$ cat config.mk
export PLATFORM = sky130hd
export DESIGN_NAME = sensor_bus_response_parser
export DESIGN_NICKNAME = d
export VERILOG_FILES = /design/src/hw/rtl/sbrp_pkg.sv /design/src/hw/rtl/sensor_bus_response_parser.sv /design/src/hw/rtl/sbrp_core.sv
export VERILOG_INCLUDE_DIRS = /design/src /design/src/hw/rtl
export SDC_FILE = /design/constraint.sdc
export NUM_CORES = 1
export LEC_CHECK = 0
export BUFFER_PORTS_ARGS = -buffer_cell sky130_fd_sc_hd__buf_2
export CORE_ASPECT_RATIO = 0.75
export CORE_MARGIN = 10
export CORE_UTILIZATION = 45
export CTS_BUF_LIST = sky130_fd_sc_hd__clkbuf_4 sky130_fd_sc_hd__clkbuf_8 sky130_fd_sc_hd__clkbuf_16
export CTS_CLUSTER_DIAMETER = 200
export DETAILED_ROUTE_END_ITERATION = 7
export GPL_ROUTABILITY_DRIVEN = 0
export PLACE_DENSITY = 0.66
export SLEW_MARGIN = 30
export SYNTH_ARGS = -nofsm -noshare
export SYNTH_HDL_FRONTEND = slang
export SYNTH_HIERARCHICAL = 1
export SYNTH_SLANG_ARGS = --single-unit
$ cat constraint.sdc
create_clock -name clk -period 5.65 [get_ports clk]
set_input_delay 0 -clock clk [delete_from_list [all_inputs] [get_ports clk]]
set_output_delay 0 -clock clk [all_outputs]
set_load 0.005 [all_outputs]
$ cat src/hw/rtl/assert_macros.svh
// assertion macros shared by the top level and sbrp_core
`ifndef ASSERT_MACROS_SVH
`define ASSERT_MACROS_SVH

`ifndef NO_ASSERTIONS
// property holds at every clock edge outside reset
`define SBRP_ASSERT(lbl, clk, rst_n, prop) \
  lbl: assert property (@(posedge clk) disable iff (!rst_n) prop) \
    else $error("sbrp assertion failed");
// expression never true at a clock edge outside reset
`define SBRP_NEVER(lbl, clk, rst_n, expr) \
  lbl: assert property (@(posedge clk) disable iff (!rst_n) !(expr)) \
    else $error("sbrp forbidden condition seen");
`else
`define SBRP_ASSERT(lbl, clk, rst_n, prop)
`define SBRP_NEVER(lbl, clk, rst_n, expr)
`endif

`endif

$ cat src/hw/rtl/sbrp_pkg.sv
// types, constants and functions of the sensor bus response parser
`default_nettype none

package sbrp_pkg;

  localparam int unsigned MAX_FRAME_BYTES = 255;
  // position counter saturates at MAX_FRAME_BYTES + 1, past the last byte that is taken
  localparam int unsigned POS_W = $clog2(MAX_FRAME_BYTES + 2);
  // wide enough for positions and for 12 + payload length
  localparam int unsigned CMP_W = 10;

  localparam logic [7:0]  BYTE_SOH = 8'h01;
  localparam logic [7:0]  BYTE_VER = 8'h10;
  localparam logic [7:0]  BYTE_STX = 8'h02;
  localparam logic [7:0]  BYTE_ETX = 8'h03;
  localparam logic [7:0]  BYTE_EOT = 8'h04;
  localparam logic [7:0]  CMD_ONLINE = 8'h23;
  localparam logic [15:0] CRC_INIT = 16'hFFFF;
  localparam logic [15:0] CRC_POLY = 16'h8408;

  localparam int unsigned POS_SOH  = 0;
  localparam int unsigned POS_VER  = 1;
  localparam int unsigned POS_LEN  = 6;
  localparam int unsigned POS_STX  = 7;
  localparam int unsigned POS_CMD  = 8;
  localparam int unsigned POS_STAT = 10;
  localparam int unsigned POS_CHL  = 11;
  localparam int unsigned POS_CHH  = 12;
  localparam int unsigned POS_TYPE = 13;
  localparam int unsigned POS_VAL  = 14;
  localparam int unsigned VAL_BYTES = 8;

  localparam int unsigned FRAME_OVERHEAD = 12;
  localparam int unsigned MIN_FRAME_BYTES = 15;
  localparam int unsigned MAX_PAYLOAD = 243;
  localparam int unsigned PAYLOAD_HDR = 6;

  typedef enum logic [2:0] {
    CODE_OK     = 3'd0,
    CODE_FRAME  = 3'd1,
    CODE_CRC    = 3'd2,
    CODE_CMD    = 3'd3,
    CODE_STATUS = 3'd4,
    CODE_TYPE   = 3'd5
  } res_code_t;

  typedef struct packed {
    res_code_t   code;
    logic [7:0]  status;
    logic [15:0] channel;
    logic [7:0]  vtype;
    logic [63:0] raw;
  } res_t;

  // reflected crc-16, one byte
  function automatic logic [15:0] crc_update(input logic [15:0] crc_in,
                                             input logic [7:0] b);
    logic [15:0] c;
    c = crc_in ^ {8'h00, b};
    for (int k = 0; k < 8; k++) begin
      c = c[0] ? ((c >> 1) ^ CRC_POLY) : (c >> 1);
    end
    return c;
  endfunction

  // value length in bytes for a type code, zero when unknown
  function automatic logic [3:0] value_len(input logic [7:0] t);
    logic [3:0] vl;
    case (t)
      8'h10, 8'h11:        vl = 4'd1;
      8'h12, 8'h13:        vl = 4'd2;
      8'h14, 8'h15, 8'h16: vl = 4'd4;
      8'h17:               vl = 4'd8;
      default:             vl = 4'd0;
    endcase
    return vl;
  endfunction

endpackage

`default_nettype wire

$ cat src/hw/rtl/sensor_bus_response_parser.sv
// top level: input register, frame parser core and result register
// a last byte waits in the input register until the result register is free, then its result is registered there
// throughput: one byte per cycle; set by the single-byte crc update in sbrp_core
// a waiting result only holds back a last byte; other bytes keep flowing
// reset: synchronous active-low rst_n empties both registers and restarts the frame
`default_nettype none
`include "assert_macros.svh"

module sensor_bus_response_parser (
  input  wire logic        clk,
  input  wire logic        rst_n,
  input  wire logic        in_valid,
  output logic             in_stall,
  input  wire logic [7:0]  in_data_byte,
  input  wire logic        in_last_byte,
  output logic             out_valid,
  input  wire logic        out_stall,
  output logic [2:0]       out_result_code,
  output logic [7:0]       out_meas_status,
  output logic [15:0]      out_channel_number,
  output logic [7:0]       out_value_type,
  output logic [63:0]      out_raw_value
);
  import sbrp_pkg::*;

  logic       s1_valid_r;
  logic [7:0] s1_byte_r;
  logic       s1_last_r;
  logic       out_valid_r;
  res_t       out_res_r;
  res_t       core_res;
  logic       out_free, step, in_xfer;

  assign out_free = !out_valid_r || !out_stall;
  assign step     = s1_valid_r && (!s1_last_r || out_free);
  assign in_stall = s1_valid_r && !step;
  assign in_xfer  = in_valid && !in_stall;

  sbrp_core u_core (
    .clk       (clk),
    .rst_n     (rst_n),
    .step      (step),
    .data_byte (s1_byte_r),
    .last_byte (s1_last_r),
    .res       (core_res)
  );

  always_ff @(posedge clk) begin
    if (!rst_n) begin
      s1_valid_r <= 1'b0;
    end else if (in_xfer) begin
      s1_valid_r <= 1'b1;
    end else if (step) begin
      s1_valid_r <= 1'b0;
    end
  end

  always_ff @(posedge clk) begin
    if (in_xfer) begin
      s1_byte_r <= in_data_byte;
      s1_last_r <= in_last_byte;
    end
  end

  always_ff @(posedge clk) begin
    if (!rst_n) begin
      out_valid_r <= 1'b0;
    end else if (step && s1_last_r) begin
      out_valid_r <= 1'b1;
    end else if (!out_stall) begin
      out_valid_r <= 1'b0;
    end
  end

  always_ff @(posedge clk) begin
    if (step && s1_last_r) begin
      out_res_r <= core_res;
    end
  end

  assign out_valid          = out_valid_r;
  assign out_result_code    = out_res_r.code;
  assign out_meas_status    = out_res_r.status;
  assign out_channel_number = out_res_r.channel;
  assign out_value_type     = out_res_r.vtype;
  assign out_raw_value      = out_res_r.raw;

  `SBRP_NEVER(a_stall_only_when_busy, clk, rst_n, in_stall && !s1_valid_r)
  `SBRP_NEVER(a_raw_zero_unless_ok, clk, rst_n, out_valid_r && out_res_r.code != CODE_OK && out_res_r.raw != 64'h0)
  `SBRP_ASSERT(a_last_byte_makes_result, clk, rst_n, (step && s1_last_r) |=> out_valid_r)
  `SBRP_NEVER(a_no_overwrite, clk, rst_n, step && s1_last_r && out_valid_r && out_stall)

endmodule

`default_nettype wire

$ cat src/hw/rtl/sbrp_core.sv
// frame state, crc and result decision for one byte per step
`default_nettype none
`include "assert_macros.svh"

module sbrp_core (
  input  wire logic          clk,
  input  wire logic          rst_n,
  input  wire logic          step,
  input  wire logic [7:0]    data_byte,
  input  wire logic          last_byte,
  output sbrp_pkg::res_t     res
);
  import sbrp_pkg::*;

  logic [POS_W-1:0] pos_r, pos_nxt;
  logic [15:0]      crc_r, crc_nxt;
  logic [7:0]       plen_r, plen_nxt;
  logic             fok_r, fok_nxt;
  logic [15:0]      rcrc_r, rcrc_nxt;
  logic [7:0]       cmd_r, cmd_nxt;
  logic [7:0]       stat_r, stat_nxt;
  logic [15:0]      chan_r, chan_nxt;
  logic [7:0]       type_r, type_nxt;
  logic [63:0]      val_r, val_nxt;

  logic [CMP_W-1:0] p_ext, tot, tot_n, len;
  logic             take, frame_err;
  logic [3:0]       vl;
  logic [63:0]      raw_masked;

  // next state for the byte at the current position
  always_comb begin
    pos_nxt  = pos_r;
    crc_nxt  = crc_r;
    plen_nxt = plen_r;
    fok_nxt  = fok_r;
    rcrc_nxt = rcrc_r;
    cmd_nxt  = cmd_r;
    stat_nxt = stat_r;
    chan_nxt = chan_r;
    type_nxt = type_r;
    val_nxt  = val_r;
    p_ext = CMP_W'(pos_r);
    tot   = CMP_W'(plen_r) + CMP_W'(FRAME_OVERHEAD);
    take  = pos_r < POS_W'(MAX_FRAME_BYTES);
    if (take) begin
      if (p_ext <= tot - CMP_W'(4)) crc_nxt = crc_update(crc_r, data_byte);
      if (p_ext == CMP_W'(POS_SOH) && data_byte != BYTE_SOH) fok_nxt = 1'b0;
      if (p_ext == CMP_W'(POS_VER) && data_byte != BYTE_VER) fok_nxt = 1'b0;
      if (p_ext == CMP_W'(POS_LEN)) plen_nxt = data_byte;
      if (p_ext == CMP_W'(POS_STX) && data_byte != BYTE_STX) fok_nxt = 1'b0;
      if (p_ext == CMP_W'(POS_CMD)) cmd_nxt = data_byte;
      if (p_ext >= CMP_W'(POS_CMD)) begin
        if (p_ext == tot - CMP_W'(4) && data_byte != BYTE_ETX) fok_nxt = 1'b0;
        if (p_ext == tot - CMP_W'(1) && data_byte != BYTE_EOT) fok_nxt = 1'b0;
        if (p_ext == tot - CMP_W'(3)) rcrc_nxt[7:0] = data_byte;
        if (p_ext == tot - CMP_W'(2)) rcrc_nxt[15:8] = data_byte;
      end
      if (p_ext == CMP_W'(POS_STAT)) stat_nxt = data_byte;
      if (p_ext == CMP_W'(POS_CHL)) chan_nxt[7:0] = data_byte;
      if (p_ext == CMP_W'(POS_CHH)) chan_nxt[15:8] = data_byte;
      if (p_ext == CMP_W'(POS_TYPE)) type_nxt = data_byte;
      for (int k = 0; k < VAL_BYTES; k++) begin
        if (p_ext == CMP_W'(POS_VAL + k)) val_nxt[8*k +: 8] = data_byte;
      end
    end
    if (pos_r <= POS_W'(MAX_FRAME_BYTES)) pos_nxt = pos_r + POS_W'(1);
  end

  // result as seen after this byte, used only when it is the last one
  always_comb begin
    tot_n = CMP_W'(plen_nxt) + CMP_W'(FRAME_OVERHEAD);
    len   = p_ext + CMP_W'(1);
    vl    = value_len(type_nxt);
    frame_err = (len < CMP_W'(MIN_FRAME_BYTES)) || (len > CMP_W'(MAX_FRAME_BYTES)) ||
                (plen_nxt > 8'(MAX_PAYLOAD)) || !fok_nxt || (tot_n > len);
    case (vl)
      4'd1:    raw_masked = {56'h0, val_nxt[7:0]};
      4'd2:    raw_masked = {48'h0, val_nxt[15:0]};
      4'd4:    raw_masked = {32'h0, val_nxt[31:0]};
      default: raw_masked = val_nxt;
    endcase
    res = '{code: CODE_OK, status: 8'h00, channel: 16'h0000, vtype: 8'h00, raw: 64'h0};
    if (frame_err) begin
      res.code = CODE_FRAME;
    end else if (crc_nxt != rcrc_nxt) begin
      res.code = CODE_CRC;
    end else if (cmd_nxt != CMD_ONLINE) begin
      res.code = CODE_CMD;
    end else begin
      res.status  = stat_nxt;
      res.channel = chan_nxt;
      if (stat_nxt != 8'h00) begin
        res.code = CODE_STATUS;
      end else begin
        res.vtype = type_nxt;
        if (vl == 4'd0) begin
          res.code = CODE_TYPE;
        end else if ({1'b0, plen_nxt} < 9'(PAYLOAD_HDR) + {5'h00, vl}) begin
          res.code = CODE_FRAME;
        end else begin
          res.raw = raw_masked;
        end
      end
    end
  end

  // reset or the last byte of a buffer returns everything to the reset state
  always_ff @(posedge clk) begin
    if (!rst_n || (step && last_byte)) begin
      pos_r  <= '0;
      crc_r  <= CRC_INIT;
      plen_r <= 8'h00;
      fok_r  <= 1'b1;
      rcrc_r <= 16'h0000;
      cmd_r  <= 8'h00;
      stat_r <= 8'h00;
      chan_r <= 16'h0000;
      type_r <= 8'h00;
      val_r  <= 64'h0;
    end else if (step) begin
      pos_r  <= pos_nxt;
      crc_r  <= crc_nxt;
      plen_r <= plen_nxt;
      fok_r  <= fok_nxt;
      rcrc_r <= rcrc_nxt;
      cmd_r  <= cmd_nxt;
      stat_r <= stat_nxt;
      chan_r <= chan_nxt;
      type_r <= type_nxt;
      val_r  <= val_nxt;
    end
  end

  `SBRP_ASSERT(a_restart_after_last, clk, rst_n, (step && last_byte) |=> (pos_r == '0 && crc_r == CRC_INIT && fok_r))
  `SBRP_NEVER(a_pos_saturates, clk, rst_n, pos_r > POS_W'(MAX_FRAME_BYTES + 1))
  `SBRP_NEVER(a_early_fail_no_fields, clk, rst_n, step && (res.code == CODE_CRC || res.code == CODE_CMD) && (res.status != 8'h00 || res.channel != 16'h0000))

endmodule

`default_nettype wire

==> run_results.csv, run 1 <==
group,metric,value,unit
power,p_leak,7.16,nW
outcome,status,"finished, final reports clean",
route,ant_nets,0,
sta,finClkSkew,0.0250,ns
power,power_switching_share,0.253,
logic_synthesis,synth_cells,1454,
logic_synthesis,synthAdderAreaFrac,0.0347,
global_routing,grt_antenna_before_repair,0,
clocking,clock-sinks,264,
clocking,ctsHoldBuffers,13,
sta,hold_viol_final,0,
route,drc_errors,0,
logic_synthesis,synthMuxAreaShare,0.149,
route,post_drt_via_cell_ratio,5.79,
sta,max_freq,188,MHz
min_path,hold_class,"in -> reg",
clocking,cts_resized,0,
setup_path,ff2ff_path_depth,19,
setup_path,critical_path_arrival,5.69,ns
logic_synthesis,synth_area,14400,µm²
logic_synthesis,synth_compound_area_frac,0.0675,
logic_synthesis,synth_top_area_share,0.225,
setup_path,worstReg2RegEnd,"out_raw_value[10]",
layout,regArea,6370,µm²
clocking,cts_tree,"done",
floorplanning,start_util,0.459,
setup_path,r2r_slack,0.32,ns
clocking,cts_max_path_buffers,3,
layout,n_fill_cell,2815,
clocking,clock_latency,0.58,ns
sta,slew_violations,0,
placed_design,dpl.hpwl,25.8,mm
global_routing,grt_first_pass_wirelength,62.6,mm
sta,setup_viol,0,
setup_path,crit_required,6.00,ns
layout,multi_input_area,7430,µm²
layout,area_delta_synth_final,14.3,%
route,wl,39.4,mm
sta,min_period_over_period,0.944,
logic_synthesis,yosysSeqAreaShare,0.441,
setup_path,cp_slowest_cell,"nor4_1",
logic_synthesis,synthXorXnorAreaFrac,0.0603,
setup_path,cp-end-kind,"flop",
power,p_seq_frac,0.451,
min_path,min_from,"out_stall",
logic_synthesis,yosysMostFrequentCell,"mux2i_1",
power,ir_drop,197,µV
logic_synthesis,synth_flop_cell,"dfxtp_1",
logic_synthesis,async_flop_share,0,
layout,nets,1577,
floorplanning,rows,56,
setup_path,crit_chain,"inv_1 > ha_1 > nand3b_4 > xnor2_1 > nor4_1 > xnor2_1 > ha_1 > nand4_1 > nor2_1 > nand2_1 > a41oi_2 > buf_12 > mux2i_1 > o2bb2ai_1 > mux2i_1 > nand3_1 > or4_4 > buf_12 > nor4_1",
route,wire_per_inst,20.2,µm
layout,drive_gt1_frac,0.173,
power,p_per_area,273,nW/µm²
logic_synthesis,synth_common_cells,"mux2i_1 (196), nor2_1 (160), dfxtp_1 (156)",
clocking,htreeDepth,1,
route,vias,11300,
power,p_int,3.37,mW
logic_synthesis,yosysWarnings,6,
layout,n_antenna_cell,0,
setup_path,critPathMaxStageDelay,0.58,ns
setup_path,cp_max_fo,99,
logic_synthesis,synth_top_family_by_area,"simple AND/OR/NAND/NOR gates",
logic_synthesis,yosys.area.top_type,"edfxtp_1",
min_path,hold-path-endpoint,"out_meas_status[3]",
route,first_iter_violations,1105,
sta,worst_pin_slew,0.955,ns
logic_synthesis,synth_area_leaders,"edfxtp_1 (22%), dfxtp_1 (22%), mux2i_1 (14%)",
clocking,cts_buffers,28,
sta,maxSlewHeadroom,0.363,
power,combinationalPowerShare,0.110,
clocking,cts-root-buf,"clkbuf_16",
sta,rsz0062_at_grt,"no",
global_routing,grt_start_max_net_pins,100,
global_routing,grt_pass1_vias,10900,
floorplanning,die-area,39700,µm²
setup_path,timing.rr.start,"u_core/plen_r[3]",
logic_synthesis,synth.net_count,1507,
power,pwr-share-clk,0.438,
min_path,whs_path_depth,2,
clocking,clkTransAtPathRegs,0.06,ns
setup_path,setup.worst_path.start_class,"flop",
logic_synthesis,ys_seq_elements,264,
floorplanning,fp.dieW,227,µm
global_routing,grt.total_usage,0.194,
floorplanning,core_region_area,31500,µm²
sta,layout_min_cycle_time,5.33,ns
logic_synthesis,syn_area_per_cell,9.93,µm²
layout,utilization,0.524,
setup_path,path_class,"reg -> reg",
global_routing,overflow,0,
sta,timing.hold.ws,0.0365,ns
power,switchingPower,1.14,mW
clocking,cts_setup_buffers,0,
logic_synthesis,yosysUniqueCellTypes,83,
placed_design,portBuffers,113,
logic_synthesis,synth_edf_count,108,
route,firstDrtPassIters,6,
floorplanning,io_pins,114,
floorplanning,die_y,175,µm
sta,fin_setup_tns,0,ns
power,p_total,4.50,mW
logic_synthesis,synthSimpleGateAreaFrac,0.198,
job,drv_cap,0,
-- per-layer routing --
layer	vias to the layer above	wire length (µm)	GRT usage
met3	62	2570	0.0351
met5	-	0	0
met2	354	17100	0.297
li1	5426	-	-
met1	5460	18900	0.280
met4	0	832	0.0413
-- how the worst max path moves through the flow --
stage / start / endpoint / cells past startpoint
2_1_floorplan: u_core/plen_r[2] / out_channel_number[10] / 21
3_3_place_gp: u_core/plen_r[3] / out_result_code[1] / 19
3_5_place_dp: u_core/plen_r[3] / out_raw_value[10] / 19
4_1_cts: u_core/plen_r[3] / out_raw_value[10] / 19
5_1_grt: u_core/plen_r[3] / out_value_type[1] / 19
6_report: u_core/plen_r[3] / out_raw_value[10] / 19
-- metrics by stage --
step / setup slack [ns] / instance area [µm²] / instances
6_report: 0.317 / 16500 / 1952
3_5_place_dp: 0.396 / 15300 / 1887
4_1_cts: 0.367 / 16500 / 1952
3_3_place_gp: 0.620 / 15300 / 1886
2_1_floorplan: 0.921 / 14400 / 1454
5_1_grt: 0.0211 / 16500 / 1952
-- critical path, delay by kind of cell, from the launching register on --
| family | cells | cell delay, ns |
|---|---|---|
| AOI/OAI and AO/OA | 2 | 0.34 |
| xor gates and xnor gates | 2 | 0.42 |
| adders and majority gates | 2 | 0.63 |
| buffers and inverters | 3 | 0.59 |
| DFF | 1 | 0.41 |
| muxes | 2 | 0.50 |
| and+or+nand+nor | 8 | 2.18 |
-- final cells by class --
class / instances / area share
clock inverters: 8 / 0.00576
flip-flops and latches: 264 / 0.386
well taps: 406 / 0.0308
inverters: 24 / 0.00546
repair buffers: 169 / 0.0652
clock buffers: 44 / 0.0563
multi-input cells: 1037 / 0.451
-- cell usage in the layout, fill, tap and decap left out, types with 54 or more instances in the layout --
cell type,instances
buf_2,113
a21oi_1,54
xnor2_1,59
nor4_1,86
nand3_1,69
mux2i_1,196
nor2_1,160
nand2_1,110
dfxtp_1,156
edfxtp_1,108
-- power groups by stage --
stage	Sequential [mW]	Clock, mW	Combinational, mW
2_1_floorplan	2.06	0	0.359
3_3_place_gp	2.07	0	0.474
5_1_grt	2.04	2.09	0.539
3_5_place_dp	2.07	0	0.482
6_report	2.03	1.97	0.496
4_1_cts	2.03	2.01	0.491
-- flip-flops by register name (all words and copies together) (netlist names), 3 cells and up --
name and flops:
out_channel_number 16, out_meas_status 8, out_raw_value 64, out_result_code 3
out_value_type 8, s1_byte_r 8, u_core/chan_r 16, u_core/cmd_r 8
u_core/crc_r 16, u_core/plen_r 8, u_core/pos_r 9, u_core/rcrc_r 16
u_core/stat_r 8, u_core/type_r 8, u_core/val_r 64
-- logic make-up after synthesis --
logic type	count (synthesis)
other	1
AO/OA/AOI/OAI	144
AND/OR/NAND/NOR	547
buffers and inverters	153
flip-flops	264
XOR/XNOR	92
multiplexers	213
adder cells (fa/ha/maj)	40
No activity file was read; power rests on OpenSTA's default activity.
==> run 2, diff against run 1 <==
--- a/config.mk
+++ b/config.mk
@@ -14,7 +14,7 @@
 export CTS_CLUSTER_DIAMETER = 200
 export DETAILED_ROUTE_END_ITERATION = 7
 export GPL_ROUTABILITY_DRIVEN = 0
-export PLACE_DENSITY = 0.66
+export PLACE_DENSITY = 0.65
 export SLEW_MARGIN = 30
 export SYNTH_ARGS = -nofsm -noshare
 export SYNTH_HDL_FRONTEND = slang
==> run 2 against run 1 <==
Against the previous run: worst hold slack better by 0.12 ns; via count is 0.41% lower; sequential power about the same; maximum frequency is 2.7% higher; routed wire length decreased by 2.1%; cell count fell by 0.20%; flip-flop and latch count unchanged; global-route usage down 0.53 points; critical path depth unchanged; combinational power hardly changed; worst setup slack better by 0.14 ns; highest routed layer unchanged.
==> run_results.csv, run 2 (synthesis results as in run 1) <==
group,metric,value,unit
clocking,cts_tree,"done",
sta,setup_viol,0,
floorplanning,core_region_area,31500,µm²
sta,layout_min_cycle_time,5.19,ns
sta,finalWorstSetupSlack,0.458,ns
floorplanning,fp.dieW,227,µm
power,ir_drop,205,µV
sta,worst_pin_slew,0.911,ns
route,wl,38.6,mm
route,drc_errors,0,
layout,final_cell_mix,"mux2i_1 (196), nor2_1 (160), dfxtp_1 (156)",
clocking,cts_buffers,27,
layout,area_delta_synth_final,13.7,%
power,p_leak,7.11,nW
setup_path,cp-end-kind,"flop",
route,firstDrtPassIters,6,
sta,min_period_over_period,0.919,
sta,rsz0062_at_grt,"yes",
clocking,cts_max_path_buffers,3,
global_routing,grt_antenna_before_repair,0,
setup_path,crit_chain,"inv_1 > ha_1 > nand3b_4 > xnor2_2 > nor4_2 > xnor2_1 > ha_1 > nand4_1 > nor2_1 > nand2_1 > a41oi_2 > buf_12 > mux2i_1 > o2bb2ai_1 > mux2i_1 > nand3_1 > or4_4 > buf_4 > nor4_1",
global_routing,grt_start_max_net_pins,100,
job,drv_cap,0,
setup_path,critPathMaxStageDelay,0.55,ns
clocking,htreeDepth,1,
layout,n_antenna_cell,0,
global_routing,grt.total_usage,0.189,
sta,hold_viol_final,0,
power,p_per_area,271,nW/µm²
layout,drive_gt1_frac,0.170,
floorplanning,die_y,175,µm
placed_design,dpl.hpwl,25.2,mm
setup_path,crit_family,"simple AND/OR/NAND/NOR gates",
setup_path,cp_max_fo,54,
layout,final_common_cell,"mux2i_1",
min_path,hold_class,"in -> reg",
placed_design,portBuffers,113,
sta,maxSlewHeadroom,0.385,
setup_path,setup.worst_path.start_class,"flop",
route,wire_per_inst,19.8,µm
route,vias,11300,
global_routing,grt_pass1_vias,10800,
floorplanning,start_util,0.459,
floorplanning,io_pins,114,
setup_path,cp_slowest_cell,"or4_4",
outcome,status,"finished, final reports clean",
route,post_drt_via_cell_ratio,5.78,
clocking,clock-sinks,264,
global_routing,grt_first_pass_wirelength,60.8,mm
setup_path,crit_required,6.00,ns
route,ant_nets,0,
clocking,clock_latency,0.55,ns
floorplanning,die-area,39700,µm²
global_routing,overflow,0,
floorplanning,rows,56,
setup_path,critPathBufInv,3,
layout,utilization,0.522,
setup_path,path_class,"reg -> reg",
sta,finClkSkew,0.0165,ns
clocking,cts-root-buf,"clkbuf_16",
route,first_iter_violations,1060,
placed_design,place_ws,0.404,ns
sta,max_freq,193,MHz
clocking,clkTransAtPathRegs,0.07,ns
setup_path,critical_path_arrival,5.54,ns
sta,slew_violations,0,
layout,nets,1574,
-- run 2: repair_timing --
item	CTS	global route
setup buffers	0	0
endpoints found under the hold margin	11	0
endpoints found under the setup margin	0	89
resized for setup	0	2
hold buffers	13	0
-- run 2: layout make-up --
cell class	count	area, µm²
tap	406	508
clock buffer	35	772
multi-input combinational	1037	7450
sequential	264	6370
inverter	24	90.1
timing repair buffer	167	1030
fill	2865	15000
clock inverter	15	195
-- run 2: metrics by stage --
step	std cells	power, mW	hold WS (ns)	cell area (µm²)	TNS, ns
floorplan	1454	2.42	0.0989	14400	0
global placement	1884	2.55	0.179	15300	0
detailed placement	1885	2.55	0.178	15300	0
CTS	1948	4.48	0.140	16400	0
global route	1948	4.61	0.144	16400	-0.0684
finish	1948	4.45	0.160	16400	0
-- run 2: final timing paths --
check	from	endpoint	slack, ns	cells past startpoint
setup reg to reg	u_core/plen_r[3]	out_raw_value[39]	0.46	19
setup / recovery	u_core/plen_r[3]	out_raw_value[39]	0.46	19
hold reg to reg	u_core/val_r[2]	u_core/val_r[2]	0.46	2
hold / removal	in_last_byte	s1_last_r	0.16	2
-- run 2: worst register-to-register path, stage by stage (launching register included) --
cell	delay (ns)
dfxtp_1	0.43
inv_1	0.13
ha_1	0.27
nand3b_4	0.25
xnor2_2	0.26
nor4_2	0.40
xnor2_1	0.11
ha_1	0.34
nand4_1	0.11
nor2_1	0.15
nand2_1	0.08
a41oi_2	0.22
buf_12	0.23
mux2i_1	0.35
o2bb2ai_1	0.13
mux2i_1	0.14
nand3_1	0.09
or4_4	0.55
buf_4	0.31
nor4_1	0.44
-- run 2: metal layers --
metal / vias to the layer above / share of wire / routed length (µm) / global-route usage
met5: - / 0 / 0 / 0
met2: 382 / 0.43 / 16700 / 0.288
met4: 0 / 0.023 / 878 / 0.0485
met1: 5386 / 0.47 / 18200 / 0.267
li1: 5421 / - / - / -
met3: 67 / 0.074 / 2840 / 0.0378
-- run 2: power breakdown --
part | internal [mW] | switching (mW) | total (mW)
clock network | 1.15 | 0.768 | 1.92
logic | 0.179 | 0.318 | 0.497
registers | 2.00 | 0.0294 | 2.03
